===== src/hw/rtl/dpsp_pkg.sv =====
// Shared types, constants and register codes for the dual pedal sensor plausibility block.
package dpsp_pkg;

  localparam int unsigned ADC_BITS_DEF = 12;
  localparam int unsigned RAW_W        = 12;
  localparam int unsigned MV_W         = 12;
  localparam int unsigned CAL_W        = 13;
  localparam int unsigned PM_W         = 10;
  localparam int unsigned NUM_W        = MV_W + PM_W;
  localparam int unsigned CFG_IDX_W    = 3;
  localparam int unsigned CFG_DATA_W   = CAL_W;

  localparam int unsigned CONV_STAGES  = 3;
  localparam int unsigned ST_PREP      = CONV_STAGES;
  localparam int unsigned ST_DIV0      = ST_PREP + 1;
  localparam int unsigned DIV_STAGES   = PM_W;
  localparam int unsigned ST_OUT       = ST_DIV0 + DIV_STAGES;
  localparam int unsigned PIPE_STAGES  = ST_OUT + 1;
  localparam int unsigned SIDE_N       = DIV_STAGES + 1;

  localparam logic [MV_W-1:0]  REF_MV           = 12'd3300;
  localparam logic [CAL_W-1:0] GND_LIM_FIRST    = 13'd500;
  localparam logic [CAL_W-1:0] GND_LIM_SECOND   = 13'd250;
  localparam logic [CAL_W-1:0] SUP_LIM_FIRST    = 13'd4500;
  localparam logic [CAL_W-1:0] SUP_LIM_SECOND   = 13'd2250;
  localparam logic [PM_W-1:0]  PERMILLE_FULL    = 10'd1000;

  localparam logic [CAL_W-1:0] RST_CAL_LOW_FIRST   = 13'd600;
  localparam logic [CAL_W-1:0] RST_CAL_HIGH_FIRST  = 13'd4400;
  localparam logic [CAL_W-1:0] RST_CAL_LOW_SECOND  = 13'd350;
  localparam logic [CAL_W-1:0] RST_CAL_HIGH_SECOND = 13'd2150;
  localparam logic [CAL_W-1:0] RST_MIN_CHANNEL_GAP = 13'd30;
  localparam logic [PM_W-1:0]  RST_MAX_PERCENT_GAP = 10'd100;

  typedef enum logic [CFG_IDX_W-1:0] {
    REG_CAL_LOW_FIRST   = 3'd0,
    REG_CAL_HIGH_FIRST  = 3'd1,
    REG_CAL_LOW_SECOND  = 3'd2,
    REG_CAL_HIGH_SECOND = 3'd3,
    REG_MIN_CHANNEL_GAP = 3'd4,
    REG_MAX_PERCENT_GAP = 3'd5
  } cfg_reg_t;

  typedef enum logic [1:0] {
    PM_DIV,
    PM_ZERO,
    PM_FULL
  } pm_sel_t;

  typedef struct packed {
    logic [RAW_W-1:0] raw_first;
    logic [RAW_W-1:0] raw_second;
  } in_item_t;

  typedef struct packed {
    logic [MV_W-1:0] millivolts_first;
    logic [MV_W-1:0] millivolts_second;
    logic [PM_W-1:0] permille_first;
    logic [PM_W-1:0] permille_second;
    logic [PM_W-1:0] pedal_position;
    logic            plausible;
  } out_item_t;

  typedef struct packed {
    logic [MV_W-1:0] mv_first;
    logic [MV_W-1:0] mv_second;
    pm_sel_t         sel_first;
    pm_sel_t         sel_second;
    logic            ok;
  } side_t;

endpackage


===== src/hw/rtl/dpsp_pipe_ctl.sv =====
// Valid tracking and per-stage load enables for the pipeline, with bubble collapsing.
module dpsp_pipe_ctl #(
  parameter int unsigned STAGES = dpsp_pkg::PIPE_STAGES
) (
  input  logic              clk,
  input  logic              rst_n,
  input  logic              in_valid,
  input  logic              out_stall,
  output logic              in_stall,
  output logic              out_valid,
  output logic [STAGES-1:0] stage_en
);
  import dpsp_pkg::*;

  logic [STAGES-1:0] valid_r;
  logic [STAGES-1:0] valid_nxt;
  logic [STAGES-1:0] valid_in;

  // A stage may load when the output drains or some stage at or after it is empty.
  always_comb begin
    for (int k = 0; k < STAGES; k++) begin
      stage_en[k] = !out_stall ||
                    ((valid_r | STAGES'((64'd1 << k) - 64'd1)) != {STAGES{1'b1}});
    end
  end

  assign valid_in = {valid_r[STAGES-2:0], in_valid};

  always_comb begin
    for (int k = 0; k < STAGES; k++) begin
      valid_nxt[k] = stage_en[k] ? valid_in[k] : valid_r[k];
    end
  end

  always_ff @(posedge clk) begin
    if (!rst_n) begin
      valid_r <= '0;
    end else begin
      valid_r <= valid_nxt;
    end
  end

  assign in_stall  = !stage_en[0];
  assign out_valid = valid_r[STAGES-1];

endmodule


===== src/hw/rtl/dpsp_mv_conv.sv =====
// Three-stage conversion of a converter code to millivolts by division by the full-scale code.
module dpsp_mv_conv #(
  parameter int unsigned ADC_BITS = dpsp_pkg::ADC_BITS_DEF
) (
  input  logic                                     clk,
  input  logic [dpsp_pkg::CONV_STAGES-1:0]         stage_en,
  input  logic [dpsp_pkg::RAW_W-1:0]               raw,
  output logic [dpsp_pkg::MV_W-1:0]                mv
);
  import dpsp_pkg::*;

  localparam int unsigned XW = ADC_BITS + MV_W;
  localparam int unsigned RW = ((ADC_BITS > MV_W) ? ADC_BITS : MV_W) + 1;
  localparam int unsigned FW = ADC_BITS + 1;
  localparam logic [FW-1:0] FULL_SCALE = FW'((64'd1 << ADC_BITS) - 64'd1);

  logic [ADC_BITS-1:0] code;
  logic [XW-1:0]       x_r;
  logic [XW-1:0]       x_nxt;
  logic [MV_W-1:0]     q0;
  logic [RW-1:0]       r0;
  logic [RW-1:0]       r0_hi;
  logic [MV_W-1:0]     q1_r;
  logic [MV_W-1:0]     q1_nxt;
  logic [FW-1:0]       r1_r;
  logic [FW-1:0]       r1_nxt;
  logic [MV_W-1:0]     mv_r;
  logic [MV_W-1:0]     mv_nxt;

  assign code  = ADC_BITS'(raw);
  assign x_nxt = XW'(code) * XW'(REF_MV);

  // The product is folded twice by the identity 2^N = (2^N - 1) + 1.
  assign q0     = MV_W'(x_r >> ADC_BITS);
  assign r0     = RW'(x_r[ADC_BITS-1:0]) + RW'(q0);
  assign r0_hi  = r0 >> ADC_BITS;
  assign q1_nxt = q0 + MV_W'(r0_hi);
  assign r1_nxt = FW'(r0[ADC_BITS-1:0]) + FW'(r0_hi);

  assign mv_nxt = q1_r + MV_W'(r1_r >= FULL_SCALE);

  always_ff @(posedge clk) begin
    if (stage_en[0]) begin
      x_r <= x_nxt;
    end
  end

  always_ff @(posedge clk) begin
    if (stage_en[1]) begin
      q1_r <= q1_nxt;
      r1_r <= r1_nxt;
    end
  end

  always_ff @(posedge clk) begin
    if (stage_en[2]) begin
      mv_r <= mv_nxt;
    end
  end

  assign mv = mv_r;

endmodule


===== src/hw/rtl/dpsp_div.sv =====
// Pipelined restoring divider that settles one quotient bit per stage.
module dpsp_div #(
  parameter int unsigned NUM_W = dpsp_pkg::NUM_W,
  parameter int unsigned DEN_W = dpsp_pkg::CAL_W,
  parameter int unsigned Q_W   = dpsp_pkg::DIV_STAGES
) (
  input  logic             clk,
  input  logic [Q_W-1:0]   stage_en,
  input  logic [NUM_W-1:0] num,
  input  logic [DEN_W-1:0] den,
  output logic [Q_W-1:0]   quot
);
  import dpsp_pkg::*;

  logic [NUM_W-1:0] rem_r [Q_W];
  logic [Q_W-1:0]   q_r   [Q_W];
  logic [DEN_W-1:0] den_r [Q_W-1];

  for (genvar i = 0; i < Q_W; i++) begin : g_stage
    logic [NUM_W-1:0] rem_in;
    logic [DEN_W-1:0] den_in;
    logic [Q_W-1:0]   q_in;
    logic [NUM_W:0]   trial;
    logic [NUM_W-1:0] rem_nxt;
    logic [Q_W-1:0]   q_nxt;

    if (i == 0) begin : g_head
      assign rem_in = num;
      assign den_in = den;
      assign q_in   = '0;
    end else begin : g_body
      assign rem_in = rem_r[i-1];
      assign den_in = den_r[i-1];
      assign q_in   = q_r[i-1];
    end

    assign trial = {1'b0, rem_in} - ((NUM_W+1)'(den_in) << (Q_W - 1 - i));

    always_comb begin
      if (!trial[NUM_W]) begin
        rem_nxt = trial[NUM_W-1:0];
        q_nxt   = q_in | (Q_W'(1) << (Q_W - 1 - i));
      end else begin
        rem_nxt = rem_in;
        q_nxt   = q_in;
      end
    end

    always_ff @(posedge clk) begin
      if (stage_en[i]) begin
        rem_r[i] <= rem_nxt;
        q_r[i]   <= q_nxt;
      end
    end

    if (i < Q_W - 1) begin : g_den
      always_ff @(posedge clk) begin
        if (stage_en[i]) begin
          den_r[i] <= den_in;
        end
      end
    end
  end

  assign quot = q_r[Q_W-1];

endmodule


===== src/hw/rtl/dual_pedal_sensor_plausibility.sv =====
// Top level of the dual pedal sensor plausibility block.
// The block takes one pair of sensor codes per clock while in_stall is low and returns one
// result item per pair. Three stages convert each code to millivolts, one stage checks the
// voltages and sets up the per-mille division, ten stages of a restoring divider per channel
// each settle one quotient bit, and a final stage forms the average and the plausibility
// flag. Each stage loads whenever it or a later stage is empty, so the input keeps flowing
// while a finished result waits. Calibration registers are written through a plain write
// port and must be changed only while the pipeline is empty.
module dual_pedal_sensor_plausibility #(
  parameter int unsigned ADC_BITS = dpsp_pkg::ADC_BITS_DEF
) (
  input  logic                            clk,
  input  logic                            rst_n,
  input  logic                            in_valid,
  output logic                            in_stall,
  input  dpsp_pkg::in_item_t              in_data,
  output logic                            out_valid,
  input  logic                            out_stall,
  output dpsp_pkg::out_item_t             out_data,
  input  logic                            cfg_wr_en,
  input  logic [dpsp_pkg::CFG_IDX_W-1:0]  cfg_index,
  input  logic [dpsp_pkg::CFG_DATA_W-1:0] cfg_wdata
);
  import dpsp_pkg::*;

  typedef struct packed {
    pm_sel_t          sel;
    logic [NUM_W-1:0] num;
    logic [CAL_W-1:0] den;
    logic             window_bad;
  } prep_t;

  function automatic prep_t chan_prep(input logic [MV_W-1:0] mv,
                                      input logic [CAL_W-1:0] lo,
                                      input logic [CAL_W-1:0] hi);
    prep_t            p;
    logic [CAL_W-1:0] mvx;
    logic [MV_W-1:0]  diff;
    mvx   = CAL_W'(mv);
    diff  = MV_W'(mvx - lo);
    p.num = NUM_W'(diff) * NUM_W'(PERMILLE_FULL);
    p.den = hi - lo;
    priority if (hi <= lo || mvx <= lo) begin
      p.sel = PM_ZERO;
    end else if (mvx >= hi) begin
      p.sel = PM_FULL;
    end else begin
      p.sel = PM_DIV;
    end
    p.window_bad = (mvx < lo) || (mvx > hi);
    return p;
  endfunction

  logic [CAL_W-1:0] cal_low_first_r;
  logic [CAL_W-1:0] cal_high_first_r;
  logic [CAL_W-1:0] cal_low_second_r;
  logic [CAL_W-1:0] cal_high_second_r;
  logic [CAL_W-1:0] min_channel_gap_r;
  logic [PM_W-1:0]  max_percent_gap_r;

  logic [PIPE_STAGES-1:0] stage_en;
  logic [MV_W-1:0]        mv_first;
  logic [MV_W-1:0]        mv_second;
  prep_t                  prep_first;
  prep_t                  prep_second;
  logic [MV_W-1:0]        mv_dist;
  side_t                  side_nxt;
  side_t                  side_r [SIDE_N];
  logic [NUM_W-1:0]       num_first_r;
  logic [NUM_W-1:0]       num_second_r;
  logic [CAL_W-1:0]       den_first_r;
  logic [CAL_W-1:0]       den_second_r;
  logic [PM_W-1:0]        quot_first;
  logic [PM_W-1:0]        quot_second;
  side_t                  side_last;
  logic [PM_W-1:0]        pm_first;
  logic [PM_W-1:0]        pm_second;
  logic [PM_W:0]          pm_sum;
  logic [PM_W-1:0]        pm_dist;
  out_item_t              out_data_r;
  out_item_t              out_data_nxt;

  always_ff @(posedge clk) begin
    if (!rst_n) begin
      cal_low_first_r   <= RST_CAL_LOW_FIRST;
      cal_high_first_r  <= RST_CAL_HIGH_FIRST;
      cal_low_second_r  <= RST_CAL_LOW_SECOND;
      cal_high_second_r <= RST_CAL_HIGH_SECOND;
      min_channel_gap_r <= RST_MIN_CHANNEL_GAP;
      max_percent_gap_r <= RST_MAX_PERCENT_GAP;
    end else if (cfg_wr_en) begin
      unique case (cfg_reg_t'(cfg_index))
        REG_CAL_LOW_FIRST:   cal_low_first_r   <= cfg_wdata;
        REG_CAL_HIGH_FIRST:  cal_high_first_r  <= cfg_wdata;
        REG_CAL_LOW_SECOND:  cal_low_second_r  <= cfg_wdata;
        REG_CAL_HIGH_SECOND: cal_high_second_r <= cfg_wdata;
        REG_MIN_CHANNEL_GAP: min_channel_gap_r <= cfg_wdata;
        REG_MAX_PERCENT_GAP: max_percent_gap_r <= cfg_wdata[PM_W-1:0];
        default: begin
        end
      endcase
    end
  end

  dpsp_pipe_ctl #(
    .STAGES(PIPE_STAGES)
  ) u_ctl (
    .clk      (clk),
    .rst_n    (rst_n),
    .in_valid (in_valid),
    .out_stall(out_stall),
    .in_stall (in_stall),
    .out_valid(out_valid),
    .stage_en (stage_en)
  );

  dpsp_mv_conv #(
    .ADC_BITS(ADC_BITS)
  ) u_conv_first (
    .clk     (clk),
    .stage_en(stage_en[CONV_STAGES-1:0]),
    .raw     (in_data.raw_first),
    .mv      (mv_first)
  );

  dpsp_mv_conv #(
    .ADC_BITS(ADC_BITS)
  ) u_conv_second (
    .clk     (clk),
    .stage_en(stage_en[CONV_STAGES-1:0]),
    .raw     (in_data.raw_second),
    .mv      (mv_second)
  );

  assign prep_first  = chan_prep(mv_first, cal_low_first_r, cal_high_first_r);
  assign prep_second = chan_prep(mv_second, cal_low_second_r, cal_high_second_r);
  assign mv_dist     = (mv_first > mv_second) ? (mv_first - mv_second)
                                              : (mv_second - mv_first);

  always_comb begin
    side_nxt.mv_first   = mv_first;
    side_nxt.mv_second  = mv_second;
    side_nxt.sel_first  = prep_first.sel;
    side_nxt.sel_second = prep_second.sel;
    side_nxt.ok = !((CAL_W'(mv_first) < GND_LIM_FIRST) ||
                    (CAL_W'(mv_second) < GND_LIM_SECOND) ||
                    (CAL_W'(mv_first) > SUP_LIM_FIRST) ||
                    (CAL_W'(mv_second) > SUP_LIM_SECOND) ||
                    (CAL_W'(mv_dist) < min_channel_gap_r) ||
                    prep_first.window_bad ||
                    prep_second.window_bad);
  end

  always_ff @(posedge clk) begin
    if (stage_en[ST_PREP]) begin
      num_first_r  <= prep_first.num;
      den_first_r  <= prep_first.den;
      num_second_r <= prep_second.num;
      den_second_r <= prep_second.den;
      side_r[0]    <= side_nxt;
    end
    for (int i = 1; i < SIDE_N; i++) begin
      if (stage_en[ST_PREP + i]) begin
        side_r[i] <= side_r[i-1];
      end
    end
  end

  dpsp_div #(
    .NUM_W(NUM_W),
    .DEN_W(CAL_W),
    .Q_W  (DIV_STAGES)
  ) u_div_first (
    .clk     (clk),
    .stage_en(stage_en[ST_DIV0 +: DIV_STAGES]),
    .num     (num_first_r),
    .den     (den_first_r),
    .quot    (quot_first)
  );

  dpsp_div #(
    .NUM_W(NUM_W),
    .DEN_W(CAL_W),
    .Q_W  (DIV_STAGES)
  ) u_div_second (
    .clk     (clk),
    .stage_en(stage_en[ST_DIV0 +: DIV_STAGES]),
    .num     (num_second_r),
    .den     (den_second_r),
    .quot    (quot_second)
  );

  assign side_last = side_r[SIDE_N-1];

  always_comb begin
    unique case (side_last.sel_first)
      PM_ZERO: pm_first = '0;
      PM_FULL: pm_first = PERMILLE_FULL;
      default: pm_first = quot_first;
    endcase
    unique case (side_last.sel_second)
      PM_ZERO: pm_second = '0;
      PM_FULL: pm_second = PERMILLE_FULL;
      default: pm_second = quot_second;
    endcase
  end

  assign pm_sum  = (PM_W+1)'(pm_first) + (PM_W+1)'(pm_second);
  assign pm_dist = (pm_first > pm_second) ? (pm_first - pm_second) : (pm_second - pm_first);

  always_comb begin
    out_data_nxt.millivolts_first  = side_last.mv_first;
    out_data_nxt.millivolts_second = side_last.mv_second;
    out_data_nxt.permille_first    = pm_first;
    out_data_nxt.permille_second   = pm_second;
    out_data_nxt.pedal_position    = pm_sum[PM_W:1];
    out_data_nxt.plausible         = side_last.ok && (pm_dist <= max_percent_gap_r);
  end

  always_ff @(posedge clk) begin
    if (stage_en[ST_OUT]) begin
      out_data_r <= out_data_nxt;
    end
  end

  assign out_data = out_data_r;

endmodule

===== config.mk =====
export PLATFORM = sky130hd
export DESIGN_NAME = dual_pedal_sensor_plausibility
export DESIGN_NICKNAME = d
export VERILOG_FILES = /design/src/hw/rtl/dpsp_pkg.sv /design/src/hw/rtl/dpsp_pipe_ctl.sv /design/src/hw/rtl/dpsp_mv_conv.sv /design/src/hw/rtl/dpsp_div.sv /design/src/hw/rtl/dual_pedal_sensor_plausibility.sv
export SDC_FILE = /design/constraint.sdc
export NUM_CORES = 2
export LEC_CHECK = 0
export ABC_AREA = 0
export ABC_CLOCK_PERIOD_IN_PS = 10700
export BUFFER_PORTS_ARGS = -buffer_cell sky130_fd_sc_hd__buf_4
export CAP_MARGIN = 20
export CORE_MARGIN = 1
export CORE_UTILIZATION = 50
export DETAILED_ROUTE_END_ITERATION = 8
export PLACE_DENSITY = 0.77
export REMOVE_ABC_BUFFERS = 1
export SYNTH_ARGS = -nofsm -noshare
export SYNTH_HDL_FRONTEND = slang
export SYNTH_SLANG_ARGS = --single-unit

===== constraint.sdc =====
create_clock -name clk -period 10.7 [get_ports clk]
set_input_delay 2.14 -clock clk [delete_from_list [all_inputs] [get_ports clk]]
set_output_delay 2.14 -clock clk [all_outputs]
set_load 0.05 [all_outputs]

### Word level (Yosys, flattened, before mapping)

Memory sizes are Yosys's and may differ from the RTL's.
Cells that the tools add are included.
W data, S select, Z words.

* bits in registers: 327
* RAM bits: 1193
* input bits: 45
* output and inout bits: 57
* logic and storage cells: 237
* memories: 7

Memory list
* side_r: words 11, bits a word 29, rd ports 11, clocked after Yosys merged registers in 0, wr ports 11, RTL line dual_pedal_sensor_plausibility.sv:68 `side_t side_r [SIDE_N];`
* u_div_first.rem_r: words 10, bits a word 22, rd ports 9, clocked after Yosys merged registers in 0, wr ports 10, RTL line dpsp_div.sv:15 `logic [NUM_W-1:0] rem_r [Q_W];`
* u_div_second.rem_r: words 10, bits a word 22, rd ports 9, clocked after Yosys merged registers in 0, wr ports 10, RTL line dpsp_div.sv:15
* u_div_first.den_r: words 9, bits a word 13, rd ports 9, clocked after Yosys merged registers in 0, wr ports 9, RTL line dpsp_div.sv:17 `logic [DEN_W-1:0] den_r [Q_W-1];`
* u_div_second.den_r: words 9, bits a word 13, rd ports 9, clocked after Yosys merged registers in 0, wr ports 9, RTL line dpsp_div.sv:17
* u_div_first.q_r: words 10, bits a word 10, rd ports 10, clocked after Yosys merged registers in 0, wr ports 10, RTL line dpsp_div.sv:16 `logic [Q_W-1:0] q_r [Q_W];`
* +1 memories

* $add $sub $neg: 37
* multiply operators: 4
* magnitude comparators: 20
* equality and inequality tests: 23
* mux-type cells: 70
* bitwise operators: 1
* reductions and logical operators: 36

Operators by type and width (number)
* $mux W22: 20
* $add A12 B1 Y12: 4
* $sub A12 B12 Y12: 4
* $sub A22 B13 Y23: 2
* $sub A22 B14 Y23: 2
* $sub A22 B15 Y23: 2
* $sub A22 B16 Y23: 2
* $sub A22 B17 Y23: 2
* $sub A22 B18 Y23: 2
* $sub A22 B19 Y23: 2
* $sub A22 B20 Y23: 2
* $sub A22 B21 Y23: 2
* $sub A22 B22 Y23: 2
* $mul A12 B10 Y22 const B: 2
* $pmux W10 S2: 2
* $lt A12 B13 Y1: 3
* $mul A12 B7 Y19 const B: 2
* $mux W10: 3
* $add A12 B1 Y13: 2
* $add A12 B12 Y13: 2
* $ge A12 B13 Y1: 2
* $ge A13 B12 Y1 const B: 2
* $gt A12 B13 Y1: 2
* $le A12 B13 Y1: 2
* other kinds (46): 119

### Depth between registers and ports, before layout

* depth in word-level cells: 8
* mapped depth: 25
* gate-level depth less buffers: 25

### By module

A second synthesis with hierarchy kept.

* cells, all modules: 6095
* area, all modules: 74876.8 um^2

By module, submodules not included
* dpsp_div: times used 2, cells an instance 1541, area an instance 19167.1 um^2, sequential area each 11110.7 um^2
* dual_pedal_sensor_plausibility: times used 1, cells an instance 2011, area an instance 25599.6 um^2, sequential area each 14654.1 um^2
* dpsp_mv_conv: times used 2, cells an instance 462, area an instance 5141.2 um^2, sequential area each 1711.6 um^2
* dpsp_pipe_ctl: times used 1, cells an instance 78, area an instance 660.6 um^2, sequential area each 300.3 um^2

### Worst setup path before layout

OpenSTA, ideal clock, no wires.

* kind: input to output
* start point: input port out_stall
* end point: output port in_stall
* arrival: 8.327 ns
* data required time: 8.560 ns
* setup slack: 0.233 ns
* stages: 9
* path buffers: 0
* cells stage by stage: nand2_1 nor2_1 and2_1 inv_1 nor3_1 and3_1 and2_1 nand2_1 inv_1

* word-level cells in the longest chain between the ends: 3

Ends and longest elaborated chain
* from (decl): RTL line dual_pedal_sensor_plausibility.sv:18 `input logic out_stall,`
* $logic_not A1 Y1: RTL line dpsp_pipe_ctl.sv:22 `stage_en[k] = !out_stall ||`
* $logic_or A1 B1 Y1: RTL line dpsp_pipe_ctl.sv:22
* $logic_not A1 Y1: RTL line dpsp_pipe_ctl.sv:43 `assign in_stall = !stage_en[0];`
* to (decl): RTL line dual_pedal_sensor_plausibility.sv:15 `output logic in_stall,`

No other way between the ends.

### Worst setup path after layout

Ends and elaborated chain as after synthesis.

==> flow_metrics.env <==
export IMPL_outcome="finished with violations"
export IMPL_violations="DRC"
export IMPL_cts_tree="done"
export IMPL_drive_above_1_share_pct=7.771
export IMPL_synth_area_leaders="edfxtp_1 52%, ha_1 11%, fa_1 4.2%, inv_1 3.7%, xnor2_1 3.3%"
export IMPL_crit_fanout=56
export IMPL_reg2reg_depth=25
export IMPL_grt_pass1_wl_um=217600
export IMPL_vias=43790
export IMPL_timing_final_crit_share_pct=75.93
export IMPL_synth_cell_types=91
export IMPL_grt_max_degree=91
export IMPL_clk_latency_ns=0.76
export IMPL_core_area_um2=143300
export IMPL_placedCellCount=7884
export IMPL_fin_crit_ns=8.125
export IMPL_drtIter0Drc=2936
export IMPL_min_delay_start="u_div_second.q_r[6][7]$_DFFE_PP_"
export IMPL_synth_edf_count=1244
export IMPL_hold_buffers=0
export IMPL_cp_slowest_cell="nor3_1"
export IMPL_rsz0062_at_grt="false"
export IMPL_slew_viol_final=0
export IMPL_r2r_end="num_first_r[21]$_DFFE_PP_"
export IMPL_required_ns=8.56
export IMPL_io_buffers=101
export IMPL_path_class="in2out"
export IMPL_cp_cell_sequence="buf_4 > nand2_2 > buf_4 > nor2_1 > and2_1 > inv_4 > nor3_1 > and3_1 > and2_1 > nand2_2 > inv_1 > buf_4"
export IMPL_cts_htree_levels=4
export IMPL_synth_top_area_share_pct=51.78
export IMPL_num_rows=139
export IMPL_fin_cells=8134
export IMPL_vias_per_cell=5.384
export IMPL_hold_viol_final=0
export IMPL_r2r_slack_ns=3.71
export IMPL_io_pins=102
export IMPL_hold_path_end="u_div_second.q_r[7][7]$_DFFE_PP_"
export IMPL_ant_nets=0
export IMPL_grt_pass1_vias=44190
export IMPL_synth_cells=5933
export IMPL_endpoint_kind="primary output"
export IMPL_cpLargestDelayFamily="simple AND/OR/NAND/NOR gates"
export IMPL_cts_buffers=137
export IMPL_die_x_um=381.8
export IMPL_max_freq_ghz=0.1231
export IMPL_clk_path_buf_depth=3
export IMPL_nFillCells=11330
export IMPL_cp_arrival_ns=5.98
export IMPL_synth_main_ff_cell="edfxtp_1"
export IMPL_min_path_cells=0
export IMPL_antenna_found_initial=8
export IMPL_cap_violations=0
export IMPL_ys_warn_count=0
export IMPL_fin_nets=6967
export IMPL_clk_pin_slew_worst_paths_ns=0.06
export IMPL_dp_hpwl_um=98450
export IMPL_dieArea_um2=145800
export IMPL_skew_ns=0.03286
export IMPL_globalRouteTotalUtil_pct=18.29
export IMPL_relSlewSlack_pct=28.69
export IMPL_synth_seq_area_share_pct=54.28
export IMPL_netlist_area_um2=72140
export IMPL_die_height_um=381.8
export IMPL_yosysTopAreaCell="edfxtp_1"
export IMPL_cts_resized=0
export IMPL_start_util_pct=50.34
export IMPL_drcViolationCount=1
export IMPL_crit_top_cell="buf_4"
export IMPL_placed_area_um2=75170
export IMPL_routed_wirelength_um=133200
export IMPL_yosys_register_bits=1334
export IMPL_setup_violations=0
export IMPL_post_cts_buffers=0
export IMPL_min_path_type="reg2reg"
export IMPL_start_kind="input port"
export IMPL_synth_avg_cell_area_um2=12.16
export IMPL_tightest_slew_ns=1.064
export IMPL_grt_overflow=0
export IMPL_syn_to_final_growth_pct=10.23
export IMPL_r2r_start="u_conv_first.mv[0]$_DFFE_PP_"
export IMPL_routedWlPerCell_um=16.38
export IMPL_stdcell_area_um2=79520
export IMPL_root_buffer="clkbuf_16"
export IMPL_async_reset_ff_share_pct=0
export IMPL_clock_sinks=1334
export IMPL_drtPass1Iterations=7
export IMPL_worst_path_buf_inv=5
export IMPL_cpPeakStageDelay_ns=0.81
export IMPL_fin_setup_tns_ns=0
export IMPL_gp_congestion=0.9105
layout make-up:
cell class	count	area, um2	area share (%)
Timing Repair Buffer	123	923.4	1.161
Tap cell	1903	2381	2.994
Clock buffer	167	3656	4.598
Inverter	722	2721	3.422
Sequential cell	1334	39160	49.24
Clock inverter	80	686.9	0.8638
Multi-Input combinational cell	3802	29990	37.71
Antenna cell	3	7.507	0.009440
routing by layer:
metal	routed length, um	global-route usage (%)	part of all wire [%]	vias up
met5	58	0	0.044	-
li1	-	-	-	21670
met1	55630	21.87	42	20950
met2	67200	32.82	50	908
met3	6090	3.213	4.6	262
met4	4253	6.556	3.2	10
placed cells by master (no fill, tap or decap), drive strengths merged, types with 43 or more instances in the layout:
master and count:
a21o 93, fa 150, clkinv 61, nand2 386, clkbuf 167, nor2 336
o211ai 61, inv 727, a21boi 64, xor2 164, nand3 93, mux2 97
buf 123, xnor2 275, a21oi 343, dfxtp 90, o21ai 218, and3 43
or3 50, ha 652, nor2b 68, nand2b 74, nor3 118, o21a 82
edfxtp 1244
flip-flops by register name, summed over array words and instances, names as in the netlist, 13 cells and up:
register,count
den_first_r,13
side_r,319
u_div_second.den_r,117
u_ctl.valid_r,15
u_div_second.q_r,55
cal_high_second_r,13
u_div_second.rem_r,174
u_div_first.den_r,117
den_second_r,13
u_div_first.rem_r,174
num_first_r,19
cal_low_first_r,13
out_data,55
num_second_r,19
min_channel_gap_r,13
u_conv_second.x_r,22
cal_high_first_r,13
u_conv_first.x_r,22
u_conv_first.r1_r,13
u_div_first.q_r,55
u_conv_second.r1_r,13
cal_low_second_r,13
Yosys cell counts, types with 93 or more instances:
master,n
edfxtp_1,1244
inv_1,719
ha_1,652
o21ai_0,210
nor3_1,115
xor2_1,164
xnor2_1,274
fa_1,150
mux2_2,97
nand3_1,93
a21o_1,93
a21oi_1,343
nor2_1,335
nand2_1,386
cell families (layout without fill, tap and decap cells):
group           after synthesis  count (layout)  synth area share [%]
compound gates             1121            1121                 10.08
xor+xnor                    439             439                 5.340
fa+ha+maj                   806             806                 15.53
buf+inv                     797            1092                 4.244
flops                      1334            1334                 54.28
mux                         117             117                 1.792
other cells                   0               3                     0
simple gates               1319            1319                 8.741
stage by stage:
step                utilization (%)  hold slack [ns]  worst slack (ns)
floorplan                         -           0.4003            0.2332
global placement              52.45           0.4007             2.615
detailed placement            52.45           0.4045             2.589
CTS                           55.48           0.3975             2.512
global route                  55.49           0.4136             2.307
finish                        55.49           0.3973             2.575
how the worst max path moves through the flow:
stage                     startpoint       end  slack, ns  cells after the start
after floorplan            out_stall  in_stall       0.23                      9
after global placement     out_stall  in_stall       2.62                     12
after detailed placement   out_stall  in_stall       2.59                     12
after CTS                  out_stall  in_stall       2.51                     12
after global routing       out_stall  in_stall       2.31                     12
final                      out_stall  in_stall       2.58                     12
Power is left out: the tool's default activity adds up to more than one toggle a clock period on the data nets, which glitch-free logic cannot reach.
